## src/rtl/ttp_mul.sv

```systemverilog
`timescale 1ns / 1ps
module ttp_mul (
    input  logic               i_clk,
    input  logic               i_rst_n,
    input  logic               i_go,
    input  logic signed [63:0] i_a,
    input  logic signed [31:0] i_b,
    output logic               o_done,
    output logic signed [63:0] o_prod
);

    logic signed [63:0] r_a;
    logic signed [31:0] r_b;
    logic signed [63:0] r_acc;
    logic               r_lo;
    logic               r_hi;
    logic               r_done;

    logic signed [64:0] lo_p;
    logic signed [63:0] hi_p;

    // low digit unsigned, high digit signed
    assign lo_p = $signed({1'b0, r_a[31:0]}) * r_b;
    assign hi_p = $signed(r_a[63:32]) * r_b;

    always_ff @(posedge i_clk) begin
        if (!i_rst_n) begin
            r_lo   <= 1'b0;
            r_hi   <= 1'b0;
            r_done <= 1'b0;
        end else begin
            r_done <= 1'b0;
            if (i_go) begin
                r_a  <= i_a;
                r_b  <= i_b;
                r_lo <= 1'b1;
            end
            if (r_lo) begin
                r_acc <= lo_p[63:0];
                r_lo  <= 1'b0;
                r_hi  <= 1'b1;
            end
            if (r_hi) begin
                r_acc  <= r_acc + $signed({hi_p[31:0], 32'd0});
                r_hi   <= 1'b0;
                r_done <= 1'b1;
            end
        end
    end

    assign o_done = r_done;
    assign o_prod = r_acc;

endmodule

```

## config.mk

```make
export PLATFORM = sky130hd
export DESIGN_NAME = ttp_mul
export DESIGN_NICKNAME = d
export VERILOG_FILES = /design/src/rtl/ttp_mul.sv
export SDC_FILE = /design/constraint.sdc
export NUM_CORES = 2
export LEC_CHECK = 0
export BUFFER_PORTS_ARGS = -buffer_cell sky130_fd_sc_hd__buf_2
export CAP_MARGIN = 20
export CORE_MARGIN = 4
export CORE_UTILIZATION = 30
export DETAILED_ROUTE_END_ITERATION = 8
export MAX_ROUTING_LAYER = met4
export PLACE_DENSITY = 0.53
export SLEW_MARGIN = 10
export SYNTH_ARGS = -nofsm -noshare
export SYNTH_HDL_FRONTEND = slang
export SYNTH_SLANG_ARGS = --single-unit
```

## constraint.sdc

```tcl
create_clock -name i_clk -period 11.6 [get_ports i_clk]
set_input_delay 1.16 -clock i_clk [delete_from_list [all_inputs] [get_ports i_clk]]
set_output_delay 1.16 -clock i_clk [all_outputs]
set_load 0.05 [all_outputs]
```

==> results.ini <==
[yosys]
syn_nets = 7943
ys_ff_latch = 163
ys_async_sr_fraction_pct = 0
synth_ff_type = edfxtp_1
synth_edf_count = 160
synth_cell_type_count = 65
synthTopCellsByCount = inv_1, fa_1, nand2_1
syn_area_per_cell_um2 = 9.25
yosysMostFrequentCell = inv_1
synth_cells = 6063
synth_top_area_share_pct = 46.6
synth.top_cells.by_area = fa_1, ha_1, inv_1
synth_top_cell_by_area = fa_1
yosysSeqAreaShare_pct = 8.68
syn_area_um2 = 56100
ys_warn_count = 0

[place]
dpl.hpwl_um = 147000
gp_congestion = 0.938
placed_cells = 8484
place_area_um2 = 59700
io_buffers = 163

[worst_setup_path]
worstPathArrival_ns = 10.56
end_kind = flip-flop
cpMostUsedCell = fa_1
critPathKind = flip-flop to flip-flop
setup.worst_path.start_class = flip-flop
critical_path_required_ns = 11.95
crit_buf_inv = 5
crit_family = adder cells
cpPeakStageDelay_ns = 0.87
slowest_stage = edfxtp_1
crit_fanout = 25

[floorplanning]
die_height_um = 440
rows = 158
ios = 164
core-area_um2 = 186000
start_util_pct = 30.2
die_area_um2 = 194000
die_x_um = 440

[clocking]
numCtsBuffers = 17
ctsHoldBuffers = 0
clkSinkCount = 163
cts_buffer_depth = 2
cts-root-buf = clkbuf_16
postCtsSetupBuffers = 0
insertion_delay_ns = 0.56
postCtsResizedCells = 0
cts_tree = built
htreeDepth = 4
clk_pin_slew_ns = 0.09

[global_route]
grt_max_degree = 56
overflow = 0
antenna_found_initial = 19
grt_pass1_wl_um = 280000
grt_pass1_vias = 44323
gr-usage-all-layers_pct = 19.9

[cells_and_area]
final_cell_count_no_fill = 8517
final_nets = 7903
fin_area_um2 = 60200
areaGrowthSynthToFinish_pct = 7.48
n_fill_cell = 19350
drive_gt1_share_pct = 5.35

[routing]
ant_nets = 0
avgRoutedWirePerCell_um = 21.4
drtPass1Iterations = 7
wirelength_um = 182000
vias = 40798
drt_iter0_markers = 2629
detail_route.vias_per_cell = 4.79
drc = 0

[outcome]
outcome = finished clean

[timing]
worst_slew_pin_slew_ns = 1.14
skew_ns = 0.0302
fin_tns_setup_ns = 0
fin_crit_ns = 10.22
finalSetupViolCount = 0
finalCritPeriodShare_pct = 88.1
slew_viol_final = 0
rsz0062_at_grt = false
hold_viol = 0
slew_headroom_pct = 23.9
clock.fmax_mhz = 97.9

[worst_hold_path]
hp-class = flip-flop to flip-flop

[run]
maxCapViolCount = 0

==> sequential cells by signal, summed over array words and instances (netlist names) <==
signal and count:
o_prod 64, r_a 64, r_b 32, o_done 1, r_hi 1, r_lo 1
==> metal layers <==
layer,vias up,share of wire [%],global-route usage [%]
met4,0,2.8,4.93
met2,1320,48,32.6
li1,17693,-,-
met3,266,5.8,2.68
met1,21519,43,26.1
met5,-,0,-
==> cell type report <==
type | count | area, um^2 | share of cell area, %
multi-input combinational | 4156 | 44700 | 74.1
inverter | 1407 | 5280 | 8.77
timing repair buffer | 278 | 1770 | 2.94
tap | 2480 | 3100 | 5.15
antenna | 1 | 2.50 | 0.00415
clock inverter | 15 | 141 | 0.235
sequential | 163 | 4870 | 8.08
clock buffer | 17 | 425 | 0.706
==> metrics by stage <==
stage | util (%) | setup WS [ns] | hold WS (ns)
after floorplan | - | 2.99 | 0.422
after global placement | 32.1 | 1.78 | 0.439
after detailed placement | 32.1 | 1.60 | 0.447
after CTS | 32.5 | 1.51 | 0.464
after global routing | 32.5 | 0.844 | 0.500
final | 32.5 | 1.38 | 0.469
==> cell families after synthesis <==
group	Yosys count	share of synthesized area [%]
buffers and inverters	1744	11.7
AND/OR/NAND/NOR	1838	15.4
multiplexers	3	0.0536
XOR/XNOR	168	2.62
adder cells (fa/ha/maj)	1781	57.2
AO/OA/AOI/OAI	366	4.27
flip-flops	163	8.68
==> placed cells by master, fill, tap and decap left out, types with 20 or more instances in the layout <==
cell type	count
inv_1	1406
fa_1	1306
nand2_1	1046
and2_1	559
ha_1	475
buf_2	163
edfxtp_1	160
xnor2_1	119
buf_4	108
a21oi_1	105
nor2_1	77
o21ai_0	65
a21o_1	64
xor2_1	49
nand2b_1	40
nand3_1	25
o21bai_1	21
nor2b_1	20
==> worst reg2reg max path, delay by kind of cell (launching register included) <==
kind | cells | cell delay [ns]
compound gates | 10 | 2.96
fa+ha+maj | 10 | 4.16
flops | 1 | 0.87
buf+inv | 5 | 0.66
xor+xnor | 2 | 0.30
simple gates | 5 | 1.05
==> final timing paths <==
kind	start	end	slack [ns]	cells past startpoint
min	r_lo	r_lo	0.47	1
max	r_b[4]	o_prod[62]	1.38	32
max reg2reg	r_b[4]	o_prod[62]	1.38	32
min reg2reg	r_lo	r_lo	0.47	1
Power is not shown: default switching activity piles up to over one toggle a cycle in this logic, so the estimate is an artifact.
